$ cat src/rtl/core/edu2x_pkg.sv
// ----------------------------------------------------------------------------
// edu2x_pkg
// Shared widths, register codes, stage-advance struct and per-byte pixel
// helpers for the 2x edge-directed temporal upscaler.
// ----------------------------------------------------------------------------
package edu2x_pkg;

  localparam int unsigned MaxDimDefault = 4096;

  localparam int unsigned CFG_W   = 13;
  localparam int unsigned COORD_W = 11;
  localparam int unsigned PIX_W   = 32;
  localparam int unsigned MV_W    = 20;
  localparam int unsigned IDX_W   = 24;

  localparam int unsigned IN_TDATA_W  = 224;
  localparam int unsigned OUT_TDATA_W = 152;

  localparam int unsigned WIDTH_RESET  = 1920;
  localparam int unsigned HEIGHT_RESET = 1080;

  // Configuration register indexes
  localparam logic [0:0] REG_TARGET_WIDTH  = 1'b0;
  localparam logic [0:0] REG_TARGET_HEIGHT = 1'b1;

  // Load enables for the pipeline stages behind the input register
  typedef struct packed {
    logic s2;
    logic s3;
    logic s4;
  } stage_adv_t;

  // Per-byte rounding average
  function automatic logic [PIX_W-1:0] avg8(input logic [PIX_W-1:0] a,
                                            input logic [PIX_W-1:0] b);
    logic [8:0]       s;
    logic [PIX_W-1:0] r;
    r = '0;
    for (int i = 0; i < 4; i++) begin
      s = {1'b0, a[8*i +: 8]} + {1'b0, b[8*i +: 8]} + 9'd1;
      r[8*i +: 8] = s[8:1];
    end
    return r;
  endfunction

  // Per byte: 1 where |here - below_right| < |right - below|
  function automatic logic [3:0] edge_pick(input logic [PIX_W-1:0] here,
                                           input logic [PIX_W-1:0] right,
                                           input logic [PIX_W-1:0] below,
                                           input logic [PIX_W-1:0] br);
    logic [7:0] d1;
    logic [7:0] d2;
    logic [3:0] r;
    r = '0;
    for (int i = 0; i < 4; i++) begin
      d1 = (here[8*i +: 8] > br[8*i +: 8]) ? here[8*i +: 8] - br[8*i +: 8]
                                           : br[8*i +: 8] - here[8*i +: 8];
      d2 = (right[8*i +: 8] > below[8*i +: 8]) ? right[8*i +: 8] - below[8*i +: 8]
                                               : below[8*i +: 8] - right[8*i +: 8];
      r[i] = d1 < d2;
    end
    return r;
  endfunction

  function automatic logic [5:0] pop32(input logic [PIX_W-1:0] v);
    logic [5:0] c;
    c = '0;
    for (int i = 0; i < PIX_W; i++) begin
      c = c + 6'(v[i]);
    end
    return c;
  endfunction

endpackage

$ cat src/rtl/core/edu2x_reproj.sv
// ----------------------------------------------------------------------------
// edu2x_reproj
// Motion reprojection of the history index: scale motion by the frame size,
// round to nearest even, offset the 2x position, clamp, and linearize.
// ----------------------------------------------------------------------------
module edu2x_reproj import edu2x_pkg::*; #(
  parameter int unsigned MAX_DIM = MaxDimDefault,
  localparam int unsigned DIM_W  = $clog2(MAX_DIM + 1)
) (
  input  logic                      clk_i,
  input  stage_adv_t                adv_i,
  input  logic [DIM_W-1:0]          width_i,
  input  logic [DIM_W-1:0]          height_i,
  input  logic [COORD_W-1:0]        col_i,
  input  logic [COORD_W-1:0]        row_i,
  input  logic signed [MV_W-1:0]    mvh_i,
  input  logic signed [MV_W-1:0]    mvv_i,
  output logic [IDX_W-1:0]          idx_o
);

  localparam int unsigned PROD_W = MV_W + DIM_W + 1;
  localparam int unsigned FL_W   = PROD_W - 16;
  localparam int unsigned DW     = FL_W + 1;
  localparam int unsigned VW     = ((DW > COORD_W + 2) ? DW : COORD_W + 2) + 1;
  localparam int unsigned SUM_W  = (2 * DIM_W + 1 > IDX_W) ? 2 * DIM_W + 1 : IDX_W;

  logic signed [PROD_W-1:0] px_q, py_q;
  logic [COORD_W-1:0]       col_q, row_q;
  logic [DIM_W-1:0]         rx_q, ry_q;
  logic [IDX_W-1:0]         idx_q;
  logic [SUM_W-1:0]         sum;

  // Round the scaled motion, subtract from the 2x coordinate, clamp to frame
  function automatic logic [DIM_W-1:0] place(input logic [COORD_W-1:0]      coord,
                                             input logic signed [PROD_W-1:0] p,
                                             input logic [DIM_W-1:0]         dim);
    logic signed [FL_W-1:0] fl;
    logic [15:0]            rem;
    logic                   up;
    logic signed [DW-1:0]   d;
    logic signed [VW-1:0]   v;
    logic [DIM_W-1:0]       r;
    fl  = p[PROD_W-1:16];
    rem = p[15:0];
    up  = (rem > 16'h8000) || ((rem == 16'h8000) && fl[0]);
    d   = DW'(fl) + DW'({1'b0, up});
    v   = VW'({1'b0, coord, 1'b0}) - VW'(d);
    if (v[VW-1]) begin
      r = '0;
    end else if (v[VW-2:0] >= (VW-1)'(dim)) begin
      r = dim - 1'b1;
    end else begin
      r = v[DIM_W-1:0];
    end
    return r;
  endfunction

  always_ff @(posedge clk_i) begin
    if (adv_i.s2) begin
      px_q  <= mvh_i * $signed({1'b0, width_i});
      py_q  <= mvv_i * $signed({1'b0, height_i});
      col_q <= col_i;
      row_q <= row_i;
    end
  end

  always_ff @(posedge clk_i) begin
    if (adv_i.s3) begin
      rx_q <= place(col_q, px_q, width_i);
      ry_q <= place(row_q, py_q, height_i);
    end
  end

  assign sum = SUM_W'(ry_q) * SUM_W'(width_i) + SUM_W'(rx_q);

  always_ff @(posedge clk_i) begin
    if (adv_i.s4) begin
      idx_q <= sum[IDX_W-1:0];
    end
  end

  assign idx_o = idx_q;

endmodule

$ cat src/rtl/core/edge_directed_2x_upscale_temporal.sv
// ----------------------------------------------------------------------------
// edge_directed_2x_upscale_temporal
// Top level: 2x upscale of one source pixel per transfer into a 2x2 block,
// with edge-directed diagonal fill, temporal history blend and the
// reprojected history index.
// ----------------------------------------------------------------------------
// Takes one pixel per clock and returns one result per clock while the output
// is not stalled. Four register stages: input register, motion multiply and
// diagonal selects, reprojection clamp and spatial blend, then the index
// multiply-add and history blend into the output register. Each stage holds
// only while the stage after it is full and blocked, so bubbles collapse and
// the input side keeps accepting while a result waits at the output, until all
// four stages are full. The configuration port applies the 1..MAX_DIM
// saturation when a register is written.
module edge_directed_2x_upscale_temporal import edu2x_pkg::*; #(
  parameter int unsigned MAX_DIM = MaxDimDefault
) (
  input  logic                   clk_i,
  input  logic                   rst_ni,
  input  logic                   cfg_we_i,
  input  logic [0:0]             cfg_idx_i,
  input  logic [CFG_W-1:0]       cfg_data_i,
  input  logic                   s_tvalid,
  output logic                   s_tready,
  // src_col, src_row, pix_here, pix_right, pix_below, pix_below_right,
  // motion_horiz, motion_vert, history_pixel, 2 pad bits
  input  logic [IN_TDATA_W-1:0]  s_tdata,
  output logic                   m_tvalid,
  input  logic                   m_tready,
  // out_top_left, out_top_right, out_bottom_left, out_bottom_right,
  // history_index
  output logic [OUT_TDATA_W-1:0] m_tdata
);

  localparam int unsigned DIM_W = $clog2(MAX_DIM + 1);
  localparam int unsigned CMP_W = CFG_W + 1;
  localparam logic [DIM_W-1:0] W_RST =
    DIM_W'((WIDTH_RESET > MAX_DIM) ? MAX_DIM : WIDTH_RESET);
  localparam logic [DIM_W-1:0] H_RST =
    DIM_W'((HEIGHT_RESET > MAX_DIM) ? MAX_DIM : HEIGHT_RESET);

  function automatic logic [DIM_W-1:0] eff_dim(input logic [CFG_W-1:0] r);
    if (r == '0) return DIM_W'(1);
    if ({1'b0, r} > CMP_W'(MAX_DIM)) return DIM_W'(MAX_DIM);
    return DIM_W'(r);
  endfunction

  // Configuration
  logic [DIM_W-1:0] width_q, height_q;

  always_ff @(posedge clk_i or negedge rst_ni) begin
    if (!rst_ni) begin
      width_q  <= W_RST;
      height_q <= H_RST;
    end else if (cfg_we_i) begin
      unique case (cfg_idx_i)
        REG_TARGET_WIDTH:  width_q  <= eff_dim(cfg_data_i);
        REG_TARGET_HEIGHT: height_q <= eff_dim(cfg_data_i);
        default: ;
      endcase
    end
  end

  // Handshake: a stage loads when it is empty or its successor loads
  logic       v1_q, v2_q, v3_q, v4_q;
  logic       rdy1, rdy2, rdy3, rdy4;
  stage_adv_t adv;

  assign rdy4 = !v4_q || m_tready;
  assign rdy3 = !v3_q || rdy4;
  assign rdy2 = !v2_q || rdy3;
  assign rdy1 = !v1_q || rdy2;
  assign adv  = '{s2: rdy2, s3: rdy3, s4: rdy4};

  always_ff @(posedge clk_i or negedge rst_ni) begin
    if (!rst_ni) begin
      v1_q <= 1'b0;
      v2_q <= 1'b0;
      v3_q <= 1'b0;
      v4_q <= 1'b0;
    end else begin
      if (rdy1) v1_q <= s_tvalid;
      if (rdy2) v2_q <= v1_q;
      if (rdy3) v3_q <= v2_q;
      if (rdy4) v4_q <= v3_q;
    end
  end

  // Stage 1: input register
  logic [COORD_W-1:0]     col1_q, row1_q;
  logic [PIX_W-1:0]       here1_q, right1_q, below1_q, br1_q, hist1_q;
  logic signed [MV_W-1:0] mvh1_q, mvv1_q;

  always_ff @(posedge clk_i) begin
    if (rdy1) begin
      col1_q   <= s_tdata[10:0];
      row1_q   <= s_tdata[21:11];
      here1_q  <= s_tdata[53:22];
      right1_q <= s_tdata[85:54];
      below1_q <= s_tdata[117:86];
      br1_q    <= s_tdata[149:118];
      mvh1_q   <= s_tdata[169:150];
      mvv1_q   <= s_tdata[189:170];
      hist1_q  <= s_tdata[221:190];
    end
  end

  // Stage 2: averages, per-byte edge picks, popcount compare
  logic [PIX_W-1:0] here2_q, tr2_q, bl2_q, a1_2_q, a2_2_q, hist2_q;
  logic [3:0]       esel2_q;
  logic             spin2_q;

  always_ff @(posedge clk_i) begin
    if (rdy2) begin
      here2_q <= here1_q;
      tr2_q   <= avg8(here1_q, right1_q);
      bl2_q   <= avg8(here1_q, below1_q);
      a1_2_q  <= avg8(here1_q, br1_q);
      a2_2_q  <= avg8(right1_q, below1_q);
      esel2_q <= edge_pick(here1_q, right1_q, below1_q, br1_q);
      spin2_q <= pop32(br1_q ^ 32'h0101_0101) < pop32(below1_q ^ 32'h0101_0101);
      hist2_q <= hist1_q;
    end
  end

  // Stage 3: spatial blend
  logic [PIX_W-1:0] edge_px, spin_px;
  logic [PIX_W-1:0] here3_q, tr3_q, bl3_q, sp3_q, hist3_q;

  always_comb begin
    for (int i = 0; i < 4; i++) begin
      edge_px[8*i +: 8] = esel2_q[i] ? a1_2_q[8*i +: 8] : a2_2_q[8*i +: 8];
    end
    spin_px = spin2_q ? a2_2_q : a1_2_q;
  end

  always_ff @(posedge clk_i) begin
    if (rdy3) begin
      here3_q <= here2_q;
      tr3_q   <= tr2_q;
      bl3_q   <= bl2_q;
      sp3_q   <= avg8(edge_px, spin_px);
      hist3_q <= hist2_q;
    end
  end

  // Stage 4: output register
  logic [PIX_W-1:0] tl4_q, tr4_q, bl4_q, br4_q;
  logic [IDX_W-1:0] idx4;

  always_ff @(posedge clk_i) begin
    if (rdy4) begin
      tl4_q <= here3_q;
      tr4_q <= tr3_q;
      bl4_q <= bl3_q;
      br4_q <= avg8(sp3_q, hist3_q);
    end
  end

  edu2x_reproj #(
    .MAX_DIM (MAX_DIM)
  ) u_reproj (
    .clk_i    (clk_i),
    .adv_i    (adv),
    .width_i  (width_q),
    .height_i (height_q),
    .col_i    (col1_q),
    .row_i    (row1_q),
    .mvh_i    (mvh1_q),
    .mvv_i    (mvv1_q),
    .idx_o    (idx4)
  );

  assign s_tready = rdy1;
  assign m_tvalid = v4_q;
  assign m_tdata  = {idx4, br4_q, bl4_q, tr4_q, tl4_q};

endmodule

$ cat config.mk
export PLATFORM = sky130hd
export DESIGN_NAME = edge_directed_2x_upscale_temporal
export DESIGN_NICKNAME = d
export VERILOG_FILES = /design/src/rtl/core/edu2x_pkg.sv /design/src/rtl/core/edu2x_reproj.sv /design/src/rtl/core/edge_directed_2x_upscale_temporal.sv
export SDC_FILE = /design/constraint.sdc
export NUM_CORES = 2
export LEC_CHECK = 0
export ABC_AREA = 1
export BUFFER_PORTS_ARGS = -buffer_cell sky130_fd_sc_hd__buf_2
export CAP_MARGIN = 40
export CORE_UTILIZATION = 30
export CTS_CLUSTER_SIZE = 12
export DETAILED_ROUTE_END_ITERATION = 6
export GPL_TIMING_DRIVEN = 0
export HOLD_SLACK_MARGIN = 0.1
export PLACE_DENSITY_LB_ADDON = 0.2
export SLEW_MARGIN = 0
export SYNTH_ARGS = -nofsm -noshare
export SYNTH_HDL_FRONTEND = slang
export SYNTH_SLANG_ARGS = --single-unit
$ cat constraint.sdc
create_clock -name clk_i -period 12.86 [get_ports clk_i]
set_clock_uncertainty 0.05 [all_clocks]
set_input_delay 0.643 -clock clk_i [delete_from_list [all_inputs] [get_ports clk_i]]
set_output_delay 0.643 -clock clk_i [all_outputs]
set_load 0.02 [all_outputs]
==> results by stage <==
Synth:
- In the synthesized netlist the dominant register cell turns out to be sky130_fd_sc_hd__edfxtp_1.
- The yosys synthesis warning count is 0.
- The number of library cell types mapped by synthesis is 56.
- The netlist area before placement is 71,300 µm².
- The sequential cell area fraction in the yosys report is 36.8%.
- The share of synthesized area in the top cell type comes to about 36%.
- For this run, asynchronously set or reset flops after synthesis account for 3.42%.
- When the netlist entered floorplanning its net count stood at roughly 8,800.
- In this run, synthesis produced a sequential element count of 877.
- The largest area contributor in the netlist is sky130_fd_sc_hd__edfxtp_1.
- By area the synthesized netlist is led by sky130_fd_sc_hd__edfxtp_1 36%, sky130_fd_sc_hd__fa_1 20%, sky130_fd_sc_hd__ha_1 12%.
- The average instance area after synthesis is roughly 10 µm².
- Counting flops with a built-in enable in the synthesized netlist gives 847.
- In the synthesized netlist, the number of instances is 7,179.

CTS:
- The H-tree was split into 3 levels.
- The maximum buffer depth of the clock tree is 3.
- The sink count of the clock tree is 877.
- TritonCTS built the clock tree.
- The total CTS buffers is 105.
- Clock-pin slew was measured on the worst setup and hold paths at 0.06 ns.
- The later pin in the worst-skew pair is clocked with a latency of between 0.7 and 0.8 ns.
- Once the clock tree was built, the setup fixing pass inserted 0 buffers.
- The cell sitting at the root of the clock tree is a sky130_fd_sc_hd__clkbuf_16.

Power:
- In this run the power density over the cells is about 270 nW/µm².
- The share of power burned in registers is 21.8%.
- The internal power component is 0.0118 W.
- VDD sags by at most 0.190 mV.
- The portion of total power attributed to the clock network is 13.5%.
- Summing internal, switching and leakage power gives roughly 0.023 W.
- In this run the static leakage power is 41.2 nW.
- The combinational share of power is between 60% and 70%.
- Of the total power, the share spent switching nets is about 48%.
- The analysis attributes to net switching a power of 0.0108 W.

Cells and area:
- At the end of the flow, the number of nets in the layout was 9,564.
- For this run, the share of the core covered by cells in the final layout is between 30% and 40%.
- The fraction of layout cells with a size suffix above 1 is 8.41%.
- The largest registers in the layout are u_reproj.px_q x34, u_reproj.py_q x34.
- Compared with the post-synthesis result, the final layout area differs by 17.3%.

Placed design:
- The weighted congestion at the end of routability-driven global placement is 0.883.
- Input and output buffers added on the ports amount to 394.
- The estimated wirelength of the detail-placed design is 165 mm.

STA:
- Based on the critical path, the design can be clocked at up to 137 MHz.
- The final count of pins violating max slew is 0.
- Setup repair after global routing left no endpoint under its margin.
- The final cycle utilization of the critical path is 56.8%.
- In this run the tightest slew margin relative to its limit is 38.2%.
- The total setup violations reported at the end of the flow is 0.
- For the pin with the worst max-slew slack, the measured transition is 0.926 ns.
- The final hold violation count is 0.
- The minimum period implied by the final worst setup slack is 7.30 ns.

Detailed routing:
- The detailed router placed 49,177 vias in this run.
- The detail route stage leaves a number of antenna-violating nets equal to 0.
- The count of TritonRoute iterations in the first routing pass is 6.
- The DRC violation count after routing is 0.
- The via-per-instance ratio is 4.40.
- The routed length per placed instance is 18.4 µm.
- The final layout contains routed wiring with a total length of 205 mm.
- The detailed router finished its first iteration with 2,762 violations.

Setup path:
- The kind of start point of the critical path is a flip-flop.
- For this design, the slowest cell found on the critical path is sky130_fd_sc_hd__clkbuf_1.
- The most repeated library cell on the critical path is sky130_fd_sc_hd__fa_1.
- At the worst endpoint, the required time is ~13 ns.
- The biggest fanout along the worst timing path is 10.
- The endpoint of the worst register-to-register path is u_reproj.py_q[33]$_DFFE_PP_.
- The depth of the most critical reg-to-reg path is 23.
- The capturing element type of the critical path is a flip-flop.
- For the worst setup path, the data arrival time is 7.76 ns.
- The critical path class is flip-flop to flip-flop.
- In this run the critical register-to-register path is launched from height_q[3]$_DFFE_PN1P_.
- The setup slack on the worst flop-to-flop path is 5.56 ns.
- In this design, the stage delay of the slowest critical-path cell is 0.71 ns.
- The beginning of the critical path is height_q[3]$_DFFE_PN1P_.
- The end of the critical path is u_reproj.py_q[33]$_DFFE_PP_.
- The critical path goes through clkbuf_1 > clkbuf_1 > nand2_1 > fa_1 > fa_1 > inv_1 > fa_1 > fa_1 > fa_1 > inv_1 > fa_1 > inv_1 > ha_1 > a21oi_1 > o21ai_0 > a21o_1 > a21oi_1 > nand2_1 > nand2_1 > nand2_1 > a21oi_1 > or2_2 > nand2_1.

GRT:
- The via count of the first global-routing pass came to 51,351.
- The first-pass GRT wire length is roughly 310 mm.
- For this run, the total global-route usage over all layers was measured as 17.2%.
- The initial antenna violation count came to 26.
- The final global-route overflow total is 0.
- Entering global routing, the biggest net connects 96 pins.

Run status:
- The run finished with clean final reports.

Die:
- The I/O pin total is 397.
- The starting density of the core is 30.2%.
- Row generation in the floorplan step produced 178 rows.
- In this run the horizontal extent of the chip is ~490 µm.
- The vertical extent of the die is slightly below 500 µm.
- After floorplanning, the core was sized to cover 236,000 µm².
- The die area is ~240,000 µm².

Worst hold path:
- The count of cells along the worst hold path is 3.
- The min-delay analysis places its worst path in the category primary input to flip-flop.

Job:
- The tool flagged a number of max-cap violations equal to 0.
-- Yosys cell counts (all sizes together) (2+ instances only) --
| library cell | number |
|---|---|
| inv | 1730 |
| nand2 | 1311 |
| edfxtp | 847 |
| fa | 711 |
| ha | 672 |
| a21oi | 391 |
| nor2 | 295 |
| xor2 | 292 |
| o21ai | 238 |
| nand3 | 130 |
| clkbuf | 125 |
| xnor2 | 66 |
| buf | 61 |
| o21bai | 50 |
| nor3 | 30 |
| a21o | 29 |
| nand4 | 28 |
| dfrtp | 22 |
| o221ai | 20 |
| mux2 | 16 |
| nor4 | 15 |
| o211ai | 15 |
| a31oi | 13 |
| mux2i | 12 |
| a21boi | 10 |
| o31ai | 10 |
| o21a | 9 |
| dfstp | 8 |
| or2 | 7 |
| nand3b | 6 |
| a2111oi | 2 |
| a211oi | 2 |
| a221oi | 2 |
-- metrics by stage --
step	hold slack, ns	std cells	TNS, ns	instance area (µm²)	worst slack (ns)
after floorplan	0.297	7179	0	71300	1.20
after global placement	0.351	10723	-3792.69	77200	-8.26
after detailed placement	0.355	10753	0	77800	5.53
after CTS	0.111	11174	0	83600	5.55
after global routing	0.144	11180	0	83600	5.14
final	0.180	11182	0	83600	5.56
-- how the worst min path moves through the flow --
| stage | startpoint | endpoint | slack, ns |
|---|---|---|---|
| final | cfg_data_i[5] | height_q[5]$_DFFE_PN1P_ | 0.18 |
| after global routing | cfg_data_i[5] | height_q[5]$_DFFE_PN1P_ | 0.14 |
| after CTS | cfg_data_i[5] | height_q[5]$_DFFE_PN1P_ | 0.11 |
| after detailed placement | bl2_q[31]$_DFFE_PP_ | bl3_q[31]$_DFFE_PP_ | 0.35 |
| after global placement | bl2_q[28]$_DFFE_PP_ | bl3_q[28]$_DFFE_PP_ | 0.35 |
| after floorplan | rst_ni | height_q[0]$_DFFE_PN0P_ | 0.30 |
-- layout by cell type (no fill, tap or decap), types with 7 or more instances in the layout --
cell / instances
sky130_fd_sc_hd__inv_1: 1721
sky130_fd_sc_hd__nand2_1: 1304
sky130_fd_sc_hd__edfxtp_1: 847
sky130_fd_sc_hd__fa_1: 711
sky130_fd_sc_hd__ha_1: 672
sky130_fd_sc_hd__buf_2: 415
sky130_fd_sc_hd__a21oi_1: 390
sky130_fd_sc_hd__xor2_1: 292
sky130_fd_sc_hd__nor2_1: 285
sky130_fd_sc_hd__o21ai_0: 229
sky130_fd_sc_hd__dlygate4sd3_1: 228
sky130_fd_sc_hd__clkbuf_1: 137
sky130_fd_sc_hd__nand3_1: 128
sky130_fd_sc_hd__clkbuf_16: 107
sky130_fd_sc_hd__xnor2_1: 66
sky130_fd_sc_hd__o21bai_1: 49
sky130_fd_sc_hd__buf_1: 36
sky130_fd_sc_hd__nor3_1: 30
sky130_fd_sc_hd__a21o_1: 29
sky130_fd_sc_hd__nand4_1: 26
sky130_fd_sc_hd__clkinv_1: 22
sky130_fd_sc_hd__dfrtp_1: 22
sky130_fd_sc_hd__o221ai_1: 20
sky130_fd_sc_hd__mux2_2: 16
sky130_fd_sc_hd__nor4_1: 15
sky130_fd_sc_hd__o211ai_1: 15
sky130_fd_sc_hd__a31oi_1: 13
sky130_fd_sc_hd__clkinv_2: 13
sky130_fd_sc_hd__mux2i_1: 12
sky130_fd_sc_hd__buf_6: 10
sky130_fd_sc_hd__bufinv_16: 10
sky130_fd_sc_hd__a21boi_0: 9
sky130_fd_sc_hd__o21a_1: 9
sky130_fd_sc_hd__o31ai_1: 9
sky130_fd_sc_hd__diode_2: 8
sky130_fd_sc_hd__nor2_2: 8
sky130_fd_sc_hd__dfstp_2: 8
sky130_fd_sc_hd__buf_12: 8
sky130_fd_sc_hd__buf_8: 8
sky130_fd_sc_hd__clkbuf_8: 7
-- kinds of logic (layout without fill, tap and decap cells) --
logic type      Yosys count  count (layout)  share of synthesized area (%)
buf+inv                1916            2761                           10.2
fa+ha+maj              1383            1383                           31.8
xor+xnor                358             358                           4.40
other cells               0               8                              0
compound gates          794             794                           6.23
mux                      28              28                          0.421
simple gates           1823            1823                           10.2
flops                   877             877                           36.8
-- routing by layer --
metal	vias to the layer above	part of all wire, %	track usage, %
met5	-	0.027	0
met4	10	3.1	5.30
met3	261	3.8	2.28
met2	860	48	29.0
met1	24078	45	22.7
li1	23968	-	-
-- cell type report --
| cell class | instances | area [µm²] |
|---|---|---|
| Sequential cell | 877 | 26200 |
| Timing Repair Buffer | 652 | 4790 |
| Fill cell | 24175 | 152000 |
| Tap cell | 3150 | 3940 |
| Buffer | 186 | 790 |
| Multi-Input combinational cell | 4386 | 37800 |
| Clock inverter | 65 | 736 |
| Clock buffer | 128 | 2790 |
| Antenna cell | 8 | 20.0 |
| Inverter | 1730 | 6510 |
-- what timing repair did --
action | CTS | global route
gates resized for setup | 0 | 0
endpoints found under the hold margin | 250 | 0
hold buffers | 228 | 0
-- worst max-delay path: cells and delay by family, from the launching register on --
family	cells	cell delay [ns]
flops	1	0.51
fa+ha+maj	7	3.57
buf+inv	5	1.47
simple gates	6	0.65
compound gates	5	0.79
-- power groups by stage --
stage,registers (W),clock network (W),logic [W]
after global placement,0.00506,0,0.0146
final,0.00492,0.00305,0.0146
after global routing,0.00500,0.00326,0.0168
after detailed placement,0.00499,0,0.0146
after CTS,0.00495,0.00317,0.0149
after floorplan,0.00500,0,0.0104
Note: power is estimated with default switching activity, not from simulation.
